<file path="config.mk">
export PLATFORM = sky130hd
export DESIGN_NAME = txsq_message_framer_unit
export DESIGN_NICKNAME = d
export VERILOG_FILES = /design/src/hw/rtl/txsq_pkg.sv /design/src/hw/rtl/txsq_front.sv /design/src/hw/rtl/txsq_queue.sv /design/src/hw/rtl/txsq_back.sv /design/src/hw/rtl/txsq_message_framer_unit.sv
export SDC_FILE = /design/constraint.sdc
export NUM_CORES = 1
export LEC_CHECK = 0
export BUFFER_PORTS_ARGS = -buffer_cell sky130_fd_sc_hd__buf_2
export CORE_MARGIN = 2
export CORE_UTILIZATION = 60
export CTS_BUF_LIST = sky130_fd_sc_hd__clkbuf_2 sky130_fd_sc_hd__clkbuf_4 sky130_fd_sc_hd__clkbuf_8
export CTS_CLUSTER_DIAMETER = 120
export DETAILED_ROUTE_END_ITERATION = 10
export GPL_ROUTABILITY_DRIVEN = 0
export PLACE_DENSITY_LB_ADDON = 0.12
export SLEW_MARGIN = 20
export SYNTH_ARGS = -nofsm -noshare
export SYNTH_HDL_FRONTEND = slang
export SYNTH_SLANG_ARGS = --single-unit
</file>
<file path="constraint.sdc">
create_clock -name clk -period 6.5 [get_ports clk]
set_input_delay 0.325 -clock clk [delete_from_list [all_inputs] [get_ports clk]]
set_output_delay 0.325 -clock clk [all_outputs]
set_load 0.005 [all_outputs]
</file>
<file path="src/hw/rtl/txsq_pkg.sv">
package txsq_pkg;

  // Largest declared payload length; longer declarations are clipped to it.
  localparam int MAX_PAYLOAD = 128;

  localparam int HDR_BYTES   = 17;
  localparam int FIXED_BYTES = 18;

  localparam logic [7:0] TAG_DOLLAR = 8'h24;
  localparam logic [7:0] TAG_T      = 8'h54;
  localparam logic [7:0] TAG_X      = 8'h58;
  localparam logic [7:0] TAG_S      = 8'h53;
  localparam logic [7:0] TAG_Q      = 8'h51;
  localparam logic [7:0] KIND_TEXT  = 8'h44;
  localparam logic [7:0] KIND_CODE  = 8'h46;
  localparam logic [7:0] ACK_NONE   = 8'h00;

  typedef struct packed {
    logic [7:0]  payload_byte;
    logic        frame_start;
    logic        frame_end;
    logic [7:0]  payload_length;
    logic [23:0] destination_address;
    logic        message_kind;
  } msg_item_t;

  typedef struct packed {
    logic [7:0] frame_byte;
    logic       frame_last;
  } frm_item_t;

  // One classified item as it waits between the front and the back.
  typedef struct packed {
    logic        start;
    logic        last;
    logic [7:0]  data;
    logic [7:0]  len;
    logic [23:0] dest;
    logic        kind;
  } cmd_t;

endpackage

</file>
<file path="src/hw/rtl/txsq_front.sv">
module txsq_front (
  input  logic                clk,
  input  logic                rst,
  input  logic                msg_valid,
  input  txsq_pkg::msg_item_t msg,
  input  logic                msg_stall,
  output logic                push,
  output txsq_pkg::cmd_t      push_cmd
);
  import txsq_pkg::*;

  localparam logic [13:0] MAX_LEN = 14'(MAX_PAYLOAD);

  logic inside_frame;
  logic take;
  logic clip;

  assign take = msg_valid && !msg_stall;
  assign clip = {6'b0, msg.payload_length} > MAX_LEN;

  // Bytes that arrive while no frame is open and do not start one are dropped.
  assign push = take && (msg.frame_start || inside_frame);

  always_comb begin
    push_cmd.start = msg.frame_start;
    push_cmd.last  = msg.frame_end;
    push_cmd.data  = msg.payload_byte;
    push_cmd.len   = clip ? MAX_LEN[7:0] : msg.payload_length;
    push_cmd.dest  = msg.destination_address;
    push_cmd.kind  = msg.message_kind;
  end

  always_ff @(posedge clk) begin
    if (rst) begin
      inside_frame <= 1'b0;
    end else if (push) begin
      inside_frame <= !msg.frame_end;
    end
  end

endmodule

</file>
<file path="src/hw/rtl/txsq_queue.sv">
module txsq_queue #(
  parameter int DEPTH = 4
) (
  input  logic           clk,
  input  logic           rst,
  input  logic           push,
  input  txsq_pkg::cmd_t push_cmd,
  output logic           full,
  input  logic           pop,
  output logic           head_valid,
  output txsq_pkg::cmd_t head
);
  import txsq_pkg::*;

  localparam int PW = (DEPTH > 1) ? $clog2(DEPTH) : 1;
  localparam int CW = $clog2(DEPTH + 1);
  localparam logic [PW-1:0] LAST_SLOT = PW'(DEPTH - 1);
  localparam logic [CW-1:0] FULL_CNT  = CW'(DEPTH);

  cmd_t          slots [DEPTH];
  logic [PW-1:0] wr_ptr;
  logic [PW-1:0] rd_ptr;
  logic [CW-1:0] count;

  assign full       = count == FULL_CNT;
  assign head_valid = count != '0;
  assign head       = slots[rd_ptr];

  always_ff @(posedge clk) begin
    if (push) begin
      slots[wr_ptr] <= push_cmd;
    end
  end

  always_ff @(posedge clk) begin
    if (rst) begin
      wr_ptr <= '0;
      rd_ptr <= '0;
      count  <= '0;
    end else begin
      if (push) begin
        wr_ptr <= (wr_ptr == LAST_SLOT) ? '0 : wr_ptr + 1'b1;
      end
      if (pop) begin
        rd_ptr <= (rd_ptr == LAST_SLOT) ? '0 : rd_ptr + 1'b1;
      end
      if (push && !pop) begin
        count <= count + 1'b1;
      end else if (pop && !push) begin
        count <= count - 1'b1;
      end
    end
  end

endmodule

</file>
<file path="src/hw/rtl/txsq_back.sv">
module txsq_back (
  input  logic                clk,
  input  logic                rst,
  input  logic [23:0]         source_address,
  input  logic                head_valid,
  input  txsq_pkg::cmd_t      head,
  output logic                pop,
  output logic                frm_valid,
  output txsq_pkg::frm_item_t frm,
  input  logic                frm_stall
);
  import txsq_pkg::*;

  typedef enum logic [1:0] {
    ST_HEAD,
    ST_BODY,
    ST_SUM
  } step_t;

  localparam logic [4:0] HDR_END = 5'(HDR_BYTES - 1);

  step_t      step;
  logic [4:0] idx;
  logic [7:0] running_xor;
  logic       adv;
  logic       in_hdr;
  logic       in_sum;
  logic [8:0] total;
  logic [10:0] bits;
  logic [7:0] hdr_byte;

  assign adv    = !frm_valid || !frm_stall;
  assign in_hdr = (step == ST_HEAD) && head.start;
  assign in_sum = step == ST_SUM;
  assign total  = {1'b0, head.len} + 9'(FIXED_BYTES);
  assign bits   = {head.len, 3'b000};

  // The entry leaves the queue after its payload byte, or after the
  // checksum when it closes the frame.
  assign pop = adv && head_valid && (in_sum || (!in_hdr && !head.last));

  always_comb begin
    case (idx)
      5'd0:    hdr_byte = TAG_DOLLAR;
      5'd1:    hdr_byte = TAG_T;
      5'd2:    hdr_byte = TAG_X;
      5'd3:    hdr_byte = TAG_S;
      5'd4:    hdr_byte = TAG_Q;
      5'd5:    hdr_byte = {7'b0, total[8]};
      5'd6:    hdr_byte = total[7:0];
      5'd7:    hdr_byte = source_address[23:16];
      5'd8:    hdr_byte = source_address[15:8];
      5'd9:    hdr_byte = source_address[7:0];
      5'd10:   hdr_byte = head.kind ? KIND_CODE : KIND_TEXT;
      5'd11:   hdr_byte = head.dest[23:16];
      5'd12:   hdr_byte = head.dest[15:8];
      5'd13:   hdr_byte = head.dest[7:0];
      5'd14:   hdr_byte = {5'b0, bits[10:8]};
      5'd15:   hdr_byte = bits[7:0];
      default: hdr_byte = ACK_NONE;
    endcase
  end

  always_ff @(posedge clk) begin
    if (rst) begin
      step        <= ST_HEAD;
      idx         <= '0;
      running_xor <= '0;
      frm_valid   <= 1'b0;
    end else if (adv) begin
      frm_valid <= head_valid;
      if (head_valid) begin
        if (in_hdr) begin
          frm.frame_byte <= hdr_byte;
          frm.frame_last <= 1'b0;
          // A new header restarts the checksum, even over an abandoned frame.
          running_xor    <= (idx == '0) ? hdr_byte : running_xor ^ hdr_byte;
          if (idx == HDR_END) begin
            idx  <= '0;
            step <= ST_BODY;
          end else begin
            idx <= idx + 1'b1;
          end
        end else if (in_sum) begin
          frm.frame_byte <= running_xor;
          frm.frame_last <= 1'b1;
          running_xor    <= '0;
          step           <= ST_HEAD;
        end else begin
          frm.frame_byte <= head.data;
          frm.frame_last <= 1'b0;
          running_xor    <= running_xor ^ head.data;
          step           <= head.last ? ST_SUM : ST_HEAD;
        end
      end
    end
  end

endmodule

</file>
<file path="src/hw/rtl/txsq_message_framer_unit.sv">
// TXSQ short-message framer.
// The msg channel (msg_valid, msg_stall, msg) takes payload bytes; an item is
// taken at a clock edge with msg_valid high and msg_stall low. The frm
// channel (frm_valid, frm_stall, frm) delivers framed command bytes in the
// same way, with frame_last high on the closing checksum byte.
// The cfg channel writes the 24-bit source address; the user must do so only
// while the block is idle (not enforced by the block); cfg_ready is always high.
// A front stage classifies each byte and drops those that arrive outside a
// frame; kept items wait in a small queue of QUEUE_DEPTH entries, from which
// the back stage emits one byte per cycle into an output register while
// frm_stall is low. With the queue empty, a taken item is written into a
// queue slot and then its first output byte into the output register. A
// starting byte follows the seventeen-byte header, and a closing byte is
// followed by the checksum byte; between headers the sustained rate is one
// payload byte per cycle while frm_stall is low, set by the single output
// register; the queue absorbs input during header bursts, then stalls it.
// When frm_stall is high the output holds and the queue fills; once full,
// msg_stall rises. Synchronous reset empties the queue, closes any open frame
// and clears the source address to zero.
module txsq_message_framer_unit #(
  parameter int QUEUE_DEPTH = 4
) (
  input  logic                clk,
  input  logic                rst,
  input  logic                msg_valid,
  output logic                msg_stall,
  input  txsq_pkg::msg_item_t msg,
  output logic                frm_valid,
  input  logic                frm_stall,
  output txsq_pkg::frm_item_t frm,
  input  logic                cfg_valid,
  output logic                cfg_ready,
  input  logic [23:0]         cfg_data
);
  import txsq_pkg::*;

  logic [23:0] source_address;
  logic        push;
  cmd_t        push_cmd;
  logic        full;
  logic        pop;
  logic        head_valid;
  cmd_t        head;

  assign cfg_ready = 1'b1;
  assign msg_stall = full;

  always_ff @(posedge clk) begin
    if (rst) begin
      source_address <= '0;
    end else if (cfg_valid && cfg_ready) begin
      source_address <= cfg_data;
    end
  end

  txsq_front u_front (
    .clk      (clk),
    .rst      (rst),
    .msg_valid(msg_valid),
    .msg      (msg),
    .msg_stall(msg_stall),
    .push     (push),
    .push_cmd (push_cmd)
  );

  txsq_queue #(
    .DEPTH(QUEUE_DEPTH)
  ) u_queue (
    .clk       (clk),
    .rst       (rst),
    .push      (push),
    .push_cmd  (push_cmd),
    .full      (full),
    .pop       (pop),
    .head_valid(head_valid),
    .head      (head)
  );

  txsq_back u_back (
    .clk           (clk),
    .rst           (rst),
    .source_address(source_address),
    .head_valid    (head_valid),
    .head          (head),
    .pop           (pop),
    .frm_valid     (frm_valid),
    .frm           (frm),
    .frm_stall     (frm_stall)
  );

endmodule
</file>
==> run metrics, run 1 <==
status=complete, no violations; CTS tree=built; slowest CP cell=dfxtp_2; PortBufs=82; die extent in x=132 um; critical path peak fanout=28; initial antenna violation count=0; main combinational cell family by area after synthesis=multiplexers; vias in the first global route=6230; DP Area=10400 sq um; worst-path cell chain=mux4_2 -> and2_1 -> a21oi_1 -> nand2_1 -> ha_1 -> inv_1 -> fa_1 -> xor2_1 -> or3_1 -> a21oi_1; most frequent cell after synthesis=edfxtp_1; CP bufs+invs=1; Slew HR=31.7%; Multi-input gate area=3110 sq um; final hold slack=0.0221 ns; DRT iter0 DRCs=487; adder-cell share of the synthesized area=1.74%; Leak=4.00 nW; final setup TNS=0 ns; CP endpoint kind=flip-flop; die height=132 um; RSZ-0062 raised after global routing=false; fin crit period=3.54 ns; Final Power=3.92 mW; Ant. Diodes=0; Worst Path Required=6.92 ns; Final Hold Fails=0; Synth area leaders=edfxtp_1 56%, dfxtp_1 10%, mux4_2 8.1%; clock-pin transition on the worst setup and hold timing paths=0.06 ns; vias per cell=6.04; clk sinks=231; critical path class=reg2reg; FILL cells=1077; htree depth=2; max cap viols=0; Synth top area share=55.6%; Syn Inst Count=647; clk_lat worst skew=0.54 ns; Global Route Usage Sum=24.6%; Power Dens Cells=346 nW/um^2; fraction of registers with async set/reset=0%; Compound-Gate Fraction of Synth Area=7.41%; Residual DRC=0; post-placement worst setup slack=2.92 ns; Detail Route Antenna Nets=0; largest net degree at the start of global routing=56; FF/Latch Area=6440 sq um; Critical Path AT=3.96 ns; XOR/XNOR Fraction of Synth Area=0.806%; worst reg-to-reg path cell count=10; # IOs=84; Synth area leader=edfxtp_1; die area=17300 sq um; Final Cycle Share=54.5%; post-synthesis cell type count=68; Layout area overhead=15.6%; simple-gate area share of the yosys netlist=8.37%; Starting Density=61.5%; syn nets=732; Critical Path Stages=10; DR WL/cell=20.8 um; fmax=0.282 GHz; Finished Core Util=71.2%; Worst Tran Pin Value=1.01 ns; Final Skew=0.0321 ns; register bit total from synthesis=231; final WL=20800 um; Inst Count DP=916; Hold Path Class=in2reg; design area=11300 sq um; Longest Clk Path Bufs=3; pins over their slew limit=0; reg-to-reg setup timing slack=2.96 ns; warnings from Yosys=0; share of post-route cells with drive strength above 1=26.0%; Avg Synthesized Cell Area=15.1 sq um; r2r endpoint=u_queue.count[2]$_SDFFE_PP0P_; setup violators final=0; first drt pass iteration count=7; number of CTS-inserted buffers=38; final worst slack=2.96 ns; FP Rows=46; first-pass GRT wire length=33000 um; Post-synth top flop=edfxtp_1; Final nets=844; mux cell area share after synthesis=13.3%; # Post-CTS Setup Buffers=0; via count=6049; crit start category=flip-flop; Max stage delay on crit path=1.00 ns; top cells by count, synth=181 x edfxtp_1, 50 x dfxtp_1, 49 x nor2_1; Post-synth EDFFs=181; register area share after synthesis=65.8%; mapped cell area=9780 sq um; CP Capture Point=u_queue.count[2]$_SDFFE_PP0P_; grt total ovfl=0; DP HPWL=13000 um; crit-path most repeated cell=a21oi_1; Final Non-Filler Cells=1002; Peak VDD IR=0.220 mV; core area=15900 sq um; delay-heaviest family, CP=flip-flops; CTS root buf=clkbuf_8
flip-flops by register name (all words and copies together) (netlist names), 2 cells and up, named ones only:
name                count
u_queue.count           3
u_back.frm              9
u_queue.rd_ptr          2
u_queue.wr_ptr          2
u_back.running_xor      8
u_back.step             2
u_queue.slots         172
source_address         24
u_back.idx              5
final cells by class:
| class | instances | share of cell area, % |
|---|---|---|
| Sequential cell | 231 | 57.0 |
| Multi-Input combinational cell | 362 | 27.5 |
| Tap cell | 216 | 2.39 |
| Inverter | 16 | 0.531 |
| Timing Repair Buffer | 110 | 5.91 |
| Clock inverter | 12 | 0.742 |
| Clock buffer | 55 | 5.98 |
kinds of logic after synthesis:
family                   after synthesis
multiplexers                          76
adder cells (fa/ha/maj)               13
other                                  1
buffers and inverters                 54
AO/OA/AOI/OAI                        101
AND/OR/NAND/NOR                      162
XOR/XNOR                               9
flip-flops                           231
cells in the final DEF, fill, tap and decap left out, types with 12 or more instances in the layout:
master | netlist | routed
edfxtp_1 | 181 | 181
buf_2 | 5 | 82
nor2_1 | 49 | 49
dfxtp_1 | 50 | 48
clkbuf_8 | 0 | 42
mux4_2 | 35 | 35
nand2_1 | 35 | 35
mux2i_1 | 31 | 31
a21oi_1 | 26 | 26
dlygate4sd3_1 | 0 | 19
nand3_1 | 16 | 16
inv_1 | 15 | 15
clkbuf_4 | 0 | 13
ha_1 | 12 | 12
power by group:
part | switching [mW] | total (mW) | internal [mW]
Combinational | 0.464 | 0.822 | 0.358
Sequential | 0.108 | 1.85 | 1.74
Clock | 0.541 | 1.25 | 0.707
Total | 1.11 | 3.92 | 2.80
worst min path at each step:
stage	from	endpoint	cells past startpoint
after floorplan	msg[33]	u_front.inside_frame$_SDFFE_PP0P_	1
after global placement	u_back.frm_valid$_SDFFE_PP0N_	u_back.frm_valid$_SDFFE_PP0N_	2
after detailed placement	u_back.frm_valid$_SDFFE_PP0N_	u_back.frm_valid$_SDFFE_PP0N_	2
after CTS	msg[7]	u_queue.slots[0][7]$_DFFE_PP_	1
after global routing	msg[41]	u_queue.slots[0][39]$_DFFE_PP_	1
final	msg[4]	u_queue.slots[1][4]$_DFFE_PP_	1
layer usage:
metal	up-vias	part of all wire, %	GRT usage, %
met5	-	0	0
met4	0	3.2	10.7
met3	52	6.3	5.21
met2	272	51	41.4
met1	2960	40	31.0
li1	2765	-	-
worst register-to-register path: stages, from the launching register on:
cell	delay, ns
dfxtp_2	1.00
mux4_2	0.47
and2_1	0.46
a21oi_1	0.08
nand2_1	0.17
ha_1	0.20
inv_1	0.06
fa_1	0.37
xor2_1	0.18
or3_1	0.30
a21oi_1	0.16
timing repair:
action                                 4_1_cts  5_1_grt
endpoints found under the hold margin       65        4
gates resized for setup                      0        0
hold buffers                                18        1
(Power assumes the default switching activity.)
==> inputs of run 2 (changes only) <==
--- a/config.mk
+++ b/config.mk
@@ -7,7 +7,7 @@
 export LEC_CHECK = 0
 export BUFFER_PORTS_ARGS = -buffer_cell sky130_fd_sc_hd__buf_2
 export CORE_MARGIN = 2
-export CORE_UTILIZATION = 60
+export CORE_UTILIZATION = 56
 export CTS_BUF_LIST = sky130_fd_sc_hd__clkbuf_2 sky130_fd_sc_hd__clkbuf_4 sky130_fd_sc_hd__clkbuf_8
 export CTS_CLUSTER_DIAMETER = 120
 export DETAILED_ROUTE_END_ITERATION = 10
==> constraint.sdc (replaced) <==
create_clock -name clk -period 3.1 [get_ports clk]
set_input_delay 0.155 -clock clk [delete_from_list [all_inputs] [get_ports clk]]
set_output_delay 0.155 -clock clk [all_outputs]
set_load 0.005 [all_outputs]
==> run metrics, run 2 (synthesis gave the netlist of run 1 again) <==
clock-pin transition on the worst setup and hold timing paths=0.07 ns (was 0.06 ns); DRT iter0 DRCs=450 (was 487); commonest cells after routing, fill and taps aside=181 x edfxtp_1, 82 x buf_2, 61 x dlygate4sd3_1 (was 181 x edfxtp_1, 82 x buf_2, 49 x nor2_1); Ant. Diodes=0 (unchanged); design area=11900 sq um (was 11300 sq um); Layout area overhead=21.4% (was 15.6%); clk sinks=231 (unchanged); DR WL/cell=20.8 um (about the same); commonest non-fill, non-tap cell in the layout=edfxtp_1 (unchanged); final WL=22000 um (was 20800 um); status=complete, no violations (unchanged); Worst Tran Pin Value=1.03 ns (was 1.01 ns); Reg power frac=45.3% (was 47.1%); Starting Density=56.9% (was 61.5%); biggest registers after layout=u_queue.slots: 172 flops, source_address: 24 flops, u_back.frm: 9 flops (unchanged); Power Dens Cells=710 nW/um^2 (was 346 nW/um^2); vias per cell=5.97 (was 6.04); switching portion of total power=28.3% (was 28.4%); first-pass GRT wire length=34400 um (was 33000 um); die extent in x=136 um (was 132 um); die height=136 um (was 132 um); core area=17200 sq um (was 15900 sq um); first drt pass iteration count=5 (was 7); DP HPWL=14100 um (was 13000 um); grt total ovfl=0 (unchanged); Final Cycle Share=89.2% (was 54.5%); CP endpoint kind=flip-flop (unchanged); Inst Count DP=929 (was 916); Int Pwr=6.04 mW (was 2.80 mW); Residual DRC=0 (unchanged); die area=18500 sq um (was 17300 sq um); max cap viols=0 (unchanged); CTS root buf=clkbuf_8 (unchanged); fin crit period=2.76 ns (was 3.54 ns); # IOs=84 (unchanged); Largest register FFs=172 (unchanged); FP Rows=48 (was 46); Critical Path AT=3.03 ns (was 3.96 ns); Leak=4.22 nW (was 4.00 nW); clk_lat worst skew=0.52 ns (was 0.54 ns); htree depth=2 (unchanged); largest register by flop count=u_queue.slots (unchanged); PortBufs=82 (unchanged); initial antenna violation count=0 (unchanged); Hold Path Class=in2reg (unchanged); Slew HR=31.3% (was 31.7%); # Post-CTS Setup Buffers=0 (unchanged); critical path peak fanout=9 (was 28); setup violators final=0 (unchanged); Final Skew=0.0192 ns (was 0.0321 ns); RSZ-0062 raised after global routing=false (unchanged); crit start category=flip-flop (unchanged); Worst Path Required=3.37 ns (was 6.92 ns); largest net degree at the start of global routing=56 (unchanged); Final Non-Filler Cells=1058 (was 1002); DP Area=10500 sq um (was 10400 sq um); Final Hold Fails=0 (unchanged); share of post-route cells with drive strength above 1=24.6% (was 26.0%); Peak VDD IR=0.557 mV (was 0.220 mV); critical path class=reg2reg (unchanged); vias in the first global route=6564 (was 6230); fmax=0.362 GHz (was 0.282 GHz); clock group share of total power=32.3% (was 31.9%); pins over their slew limit=0 (unchanged); final setup TNS=0 ns (unchanged); reg-to-reg setup timing slack=0.34 ns (was 2.96 ns); net switching power figure=2.39 mW (was 1.11 mW); Detail Route Antenna Nets=0 (unchanged); part of the power in combinational logic=22.4% (was 21.0%); via count=6311 (was 6049); Final nets=890 (was 844); CTS tree=built (unchanged); Longest Clk Path Bufs=3 (unchanged); Global Route Usage Sum=24.6% (about the same); number of CTS-inserted buffers=38 (unchanged)
run 2: cell types whose count changed in the layout (fill, tap and decap cells not counted), moves of 2 or more:
| cell | delta |
|---|---|
| dlygate4sd3_1 | +42 |
| buf_12 | +5 |
| clkinv_1 | +5 |
| clkinv_2 | -4 |
| clkbuf_4 | -2 |
| clkinvlp_4 | -2 |
run 2: path summary, 6_finish.rpt:
kind                                  from                                 to  depth (start not counted)
max             u_back.idx[0]$_SDFFE_PP0P_            u_back.frm[4]$_DFFE_PP_                          8
min                              msg_valid  u_front.inside_frame$_SDFFE_PP0P_                          3
max reg2reg     u_back.idx[0]$_SDFFE_PP0P_            u_back.frm[4]$_DFFE_PP_                          8
min reg2reg  u_back.frm_valid$_SDFFE_PP0N_      u_back.frm_valid$_SDFFE_PP0N_                          2
run 2: repair_timing:
action	in CTS	in global routing
hold endpoints to repair	168	0
resized for setup	0	0
hold buffers	61	0
run 2: stage by stage:
step	hold slack [ns]	power, mW	utilization (%)	setup WS [ns]
3_3_place_gp	0.364	5.62	60.9	0.199
6_report	0.0519	8.43	69.1	0.336
4_1_cts	0.0389	8.49	69.0	0.143
2_1_floorplan	0.252	5.14	-	0.412
3_5_place_dp	0.370	5.70	60.9	0.177
5_1_grt	0.0487	8.82	69.1	0.208
run 2: area by class of cell:
cell class / instances / area, sq um
inverters: 16 / 60.1
repair buffers: 156 / 1180
clock buffers: 54 / 674
fillers: 1214 / 5310
clock inverters: 14 / 118
multi-input cells: 362 / 3110
well taps: 225 / 282
flip-flops and latches: 231 / 6440
run 2: critical path, cell delays in order (launching register included):
cell and delay, ns:
dfxtp_1 0.44, inv_1 0.10, ha_1 0.32, nor4bb_2 0.27, a22o_1 0.33, a221o_1 0.29
or4b_1 0.60, nand2_1 0.10, nand3_1 0.06
run 2: per-layer routing:
layer	wire length, um	track usage, %
met1	9030	32.1
met2	11200	41.9
met3	1240	4.25
met4	571	8.56
met5	0	0
run 2: power by group through the flow:
stage / clock, mW / sequential [mW] / combinational [mW]
after floorplan: 0 / 3.81 / 1.32
after global placement: 0 / 3.86 / 1.76
after detailed placement: 0 / 3.88 / 1.82
after CTS: 2.78 / 3.82 / 1.89
after global routing: 2.91 / 3.85 / 2.06
final: 2.72 / 3.82 / 1.89
==> inputs of run 3 (changes only) <==
--- a/config.mk
+++ b/config.mk
@@ -7,7 +7,7 @@
 export LEC_CHECK = 0
 export BUFFER_PORTS_ARGS = -buffer_cell sky130_fd_sc_hd__buf_2
 export CORE_MARGIN = 2
-export CORE_UTILIZATION = 56
+export CORE_UTILIZATION = 55
 export CTS_BUF_LIST = sky130_fd_sc_hd__clkbuf_2 sky130_fd_sc_hd__clkbuf_4 sky130_fd_sc_hd__clkbuf_8
 export CTS_CLUSTER_DIAMETER = 120
 export DETAILED_ROUTE_END_ITERATION = 10
==> run metrics, run 3 (synthesis gave the netlist of run 1 again) <==
Multi-input gate area=3110 sq um (unchanged); Hold Path Class=in2reg (unchanged); setup violators final=0 (unchanged); FP Rows=48 (unchanged); pins over their slew limit=0 (unchanged); number of CTS-inserted buffers=37 (was 38); grt total ovfl=0 (unchanged); die area=18900 sq um (was 18500 sq um); via count=6297 (was 6311); die height=137 um (was 136 um); DP HPWL=14200 um (was 14100 um); FILL cells=1209 (was 1214); status=complete, no violations (unchanged); fin crit period=2.83 ns (was 2.76 ns); commonest cells after routing, fill and taps aside=181 x edfxtp_1, 82 x buf_2, 61 x dlygate4sd3_1 (unchanged); htree depth=2 (unchanged); Slew HR=32.6% (was 31.3%); crit start category=flip-flop (unchanged); CTS root buf=clkbuf_8 (unchanged); clk sinks=231 (unchanged); critical path class=reg2reg (unchanged); # IOs=84 (unchanged); DRT iter0 DRCs=589 (was 450); Detail Route Antenna Nets=0 (unchanged); Final Cycle Share=91.4% (was 89.2%); worst-path cell chain=inv_1 -> ha_1 -> nor4bb_2 -> a22o_1 -> a221o_1 -> or4b_1 -> nand2_1 -> nand3_1 (unchanged); vias in the first global route=6193 (was 6564); post-placement worst setup slack=0.314 ns (was 0.177 ns); Residual DRC=0 (unchanged); Critical Path AT=3.10 ns (was 3.03 ns); clk_lat worst skew=0.54 ns (was 0.52 ns); largest register by flop count=u_queue.slots (unchanged); Layout area overhead=20.3% (was 21.4%); RSZ-0062 raised after global routing=false (unchanged); die extent in x=137 um (was 136 um); max cap viols=0 (unchanged); largest net degree at the start of global routing=56 (unchanged); CTS Hold Bufs=61 (unchanged); DR WL/cell=20.8 um (about the same); Power Dens Cells=697 nW/um^2 (was 710 nW/um^2); CP bufs+invs=1 (unchanged); CP endpoint kind=flip-flop (unchanged); clock-pin transition on the worst setup and hold timing paths=0.07 ns (about the same); Final Skew=0.0255 ns (was 0.0192 ns); # Post-CTS Setup Buffers=0 (unchanged); biggest registers after layout=u_queue.slots: 172 flops, source_address: 24 flops, u_back.frm: 9 flops (unchanged); slowest CP cell=or4b_1 (unchanged); initial antenna violation count=0 (unchanged); FF/Latch Area=6440 sq um (unchanged); commonest non-fill, non-tap cell in the layout=edfxtp_1 (unchanged); CTS tree=built (unchanged); PortBufs=82 (unchanged); Ant. Diodes=0 (unchanged); post-cts resize count=0 (unchanged); Starting Density=56.3% (was 56.9%); first drt pass iteration count=6 (was 5); final setup TNS=0 ns (unchanged); Finished Core Util=67.8% (was 69.1%); Global Route Usage Sum=23.8% (was 24.6%); share of post-route cells with drive strength above 1=25.0% (was 24.6%); vias per cell=5.97 (about the same); Final nets=892 (was 890); delay-heaviest family, CP=simple AND/OR/NAND/NOR gates (unchanged); Leak=4.19 nW (was 4.22 nW); Peak VDD IR=0.388 mV (was 0.557 mV); final worst slack=0.267 ns (was 0.336 ns); core area=17400 sq um (was 17200 sq um); first-pass GRT wire length=33600 um (was 34400 um); critical path peak fanout=9 (unchanged); Max stage delay on crit path=0.64 ns (was 0.60 ns); Worst Tran Pin Value=0.997 ns (was 1.03 ns); Final Hold Fails=0 (unchanged); Longest Clk Path Bufs=3 (unchanged); Worst Path Required=3.37 ns (about the same); Largest register FFs=172 (unchanged); fmax=0.353 GHz (was 0.362 GHz); final WL=21900 um (was 22000 um); final hold slack=0.0366 ns (was 0.0519 ns)
-- run 3: cell count changes in the layout (fill, tap and decap cells not counted) --
cell	delta
buf_12	-2
buf_4	+5
bufinv_16	-2
clkbuf_4	+4
clkbuf_8	-4
clkinv_1	-6
clkinv_2	+1
-- run 3: worst paths after layout --
path	startpoint	slack (ns)	cells after the start	to
worst max-delay path	u_back.idx[0]$_SDFFE_PP0P_	0.27	8	u_back.frm[4]$_DFFE_PP_
worst min-delay path	msg[31]	0.04	2	u_queue.slots[2][31]$_DFFE_PP_
worst max register to register	u_back.idx[0]$_SDFFE_PP0P_	0.27	8	u_back.frm[4]$_DFFE_PP_
worst min register to register	u_queue.count[2]$_SDFFE_PP0P_	0.51	2	u_queue.count[2]$_SDFFE_PP0P_
-- run 3: final cells by class --
type                            count  share of cell area (%)
Tap cell                          225                    2.39
Inverter                           16                   0.511
Clock inverter                      7                   0.340
Sequential cell                   231                    54.7
Clock buffer                       54                    5.52
Timing Repair Buffer              159                    10.0
Multi-Input combinational cell    362                    26.5
-- run 3: report_power, final --
group	total, mW	leakage (nW)	internal (mW)	switching (mW)
registers	3.82	2.06	3.64	0.174
clock network	2.49	0.370	1.34	1.15
logic	1.89	1.75	0.822	1.07
total	8.20	4.19	5.81	2.39
-- run 3: stage by stage --
step / power (mW) / area [sq um] / instances
finish: 8.20 / 11800 / 1054
global route: 8.57 / 11800 / 1054
CTS: 8.23 / 11800 / 1054
detailed placement: 5.70 / 10500 / 932
global placement: 5.63 / 10500 / 932
floorplan: 5.14 / 9780 / 647
-- run 3: layer usage --
layer  GRT usage [%]  vias to the layer above  part of all wire, %
met5               0                        -                    0
met1            32.1                     3139                   42
met2            39.2                      258                   49
met4            7.73                        0                  2.0
li1                -                     2866                    -
met3            5.04                       34                  6.4
-- run 3: worst reg2reg max path, cell delays in order, from the launching register on --
cell,delay [ns]
dfxtp_1,0.43
inv_1,0.09
ha_1,0.32
nor4bb_2,0.28
a22o_1,0.33
a221o_1,0.29
or4b_1,0.64
nand2_1,0.12
nand3_1,0.07
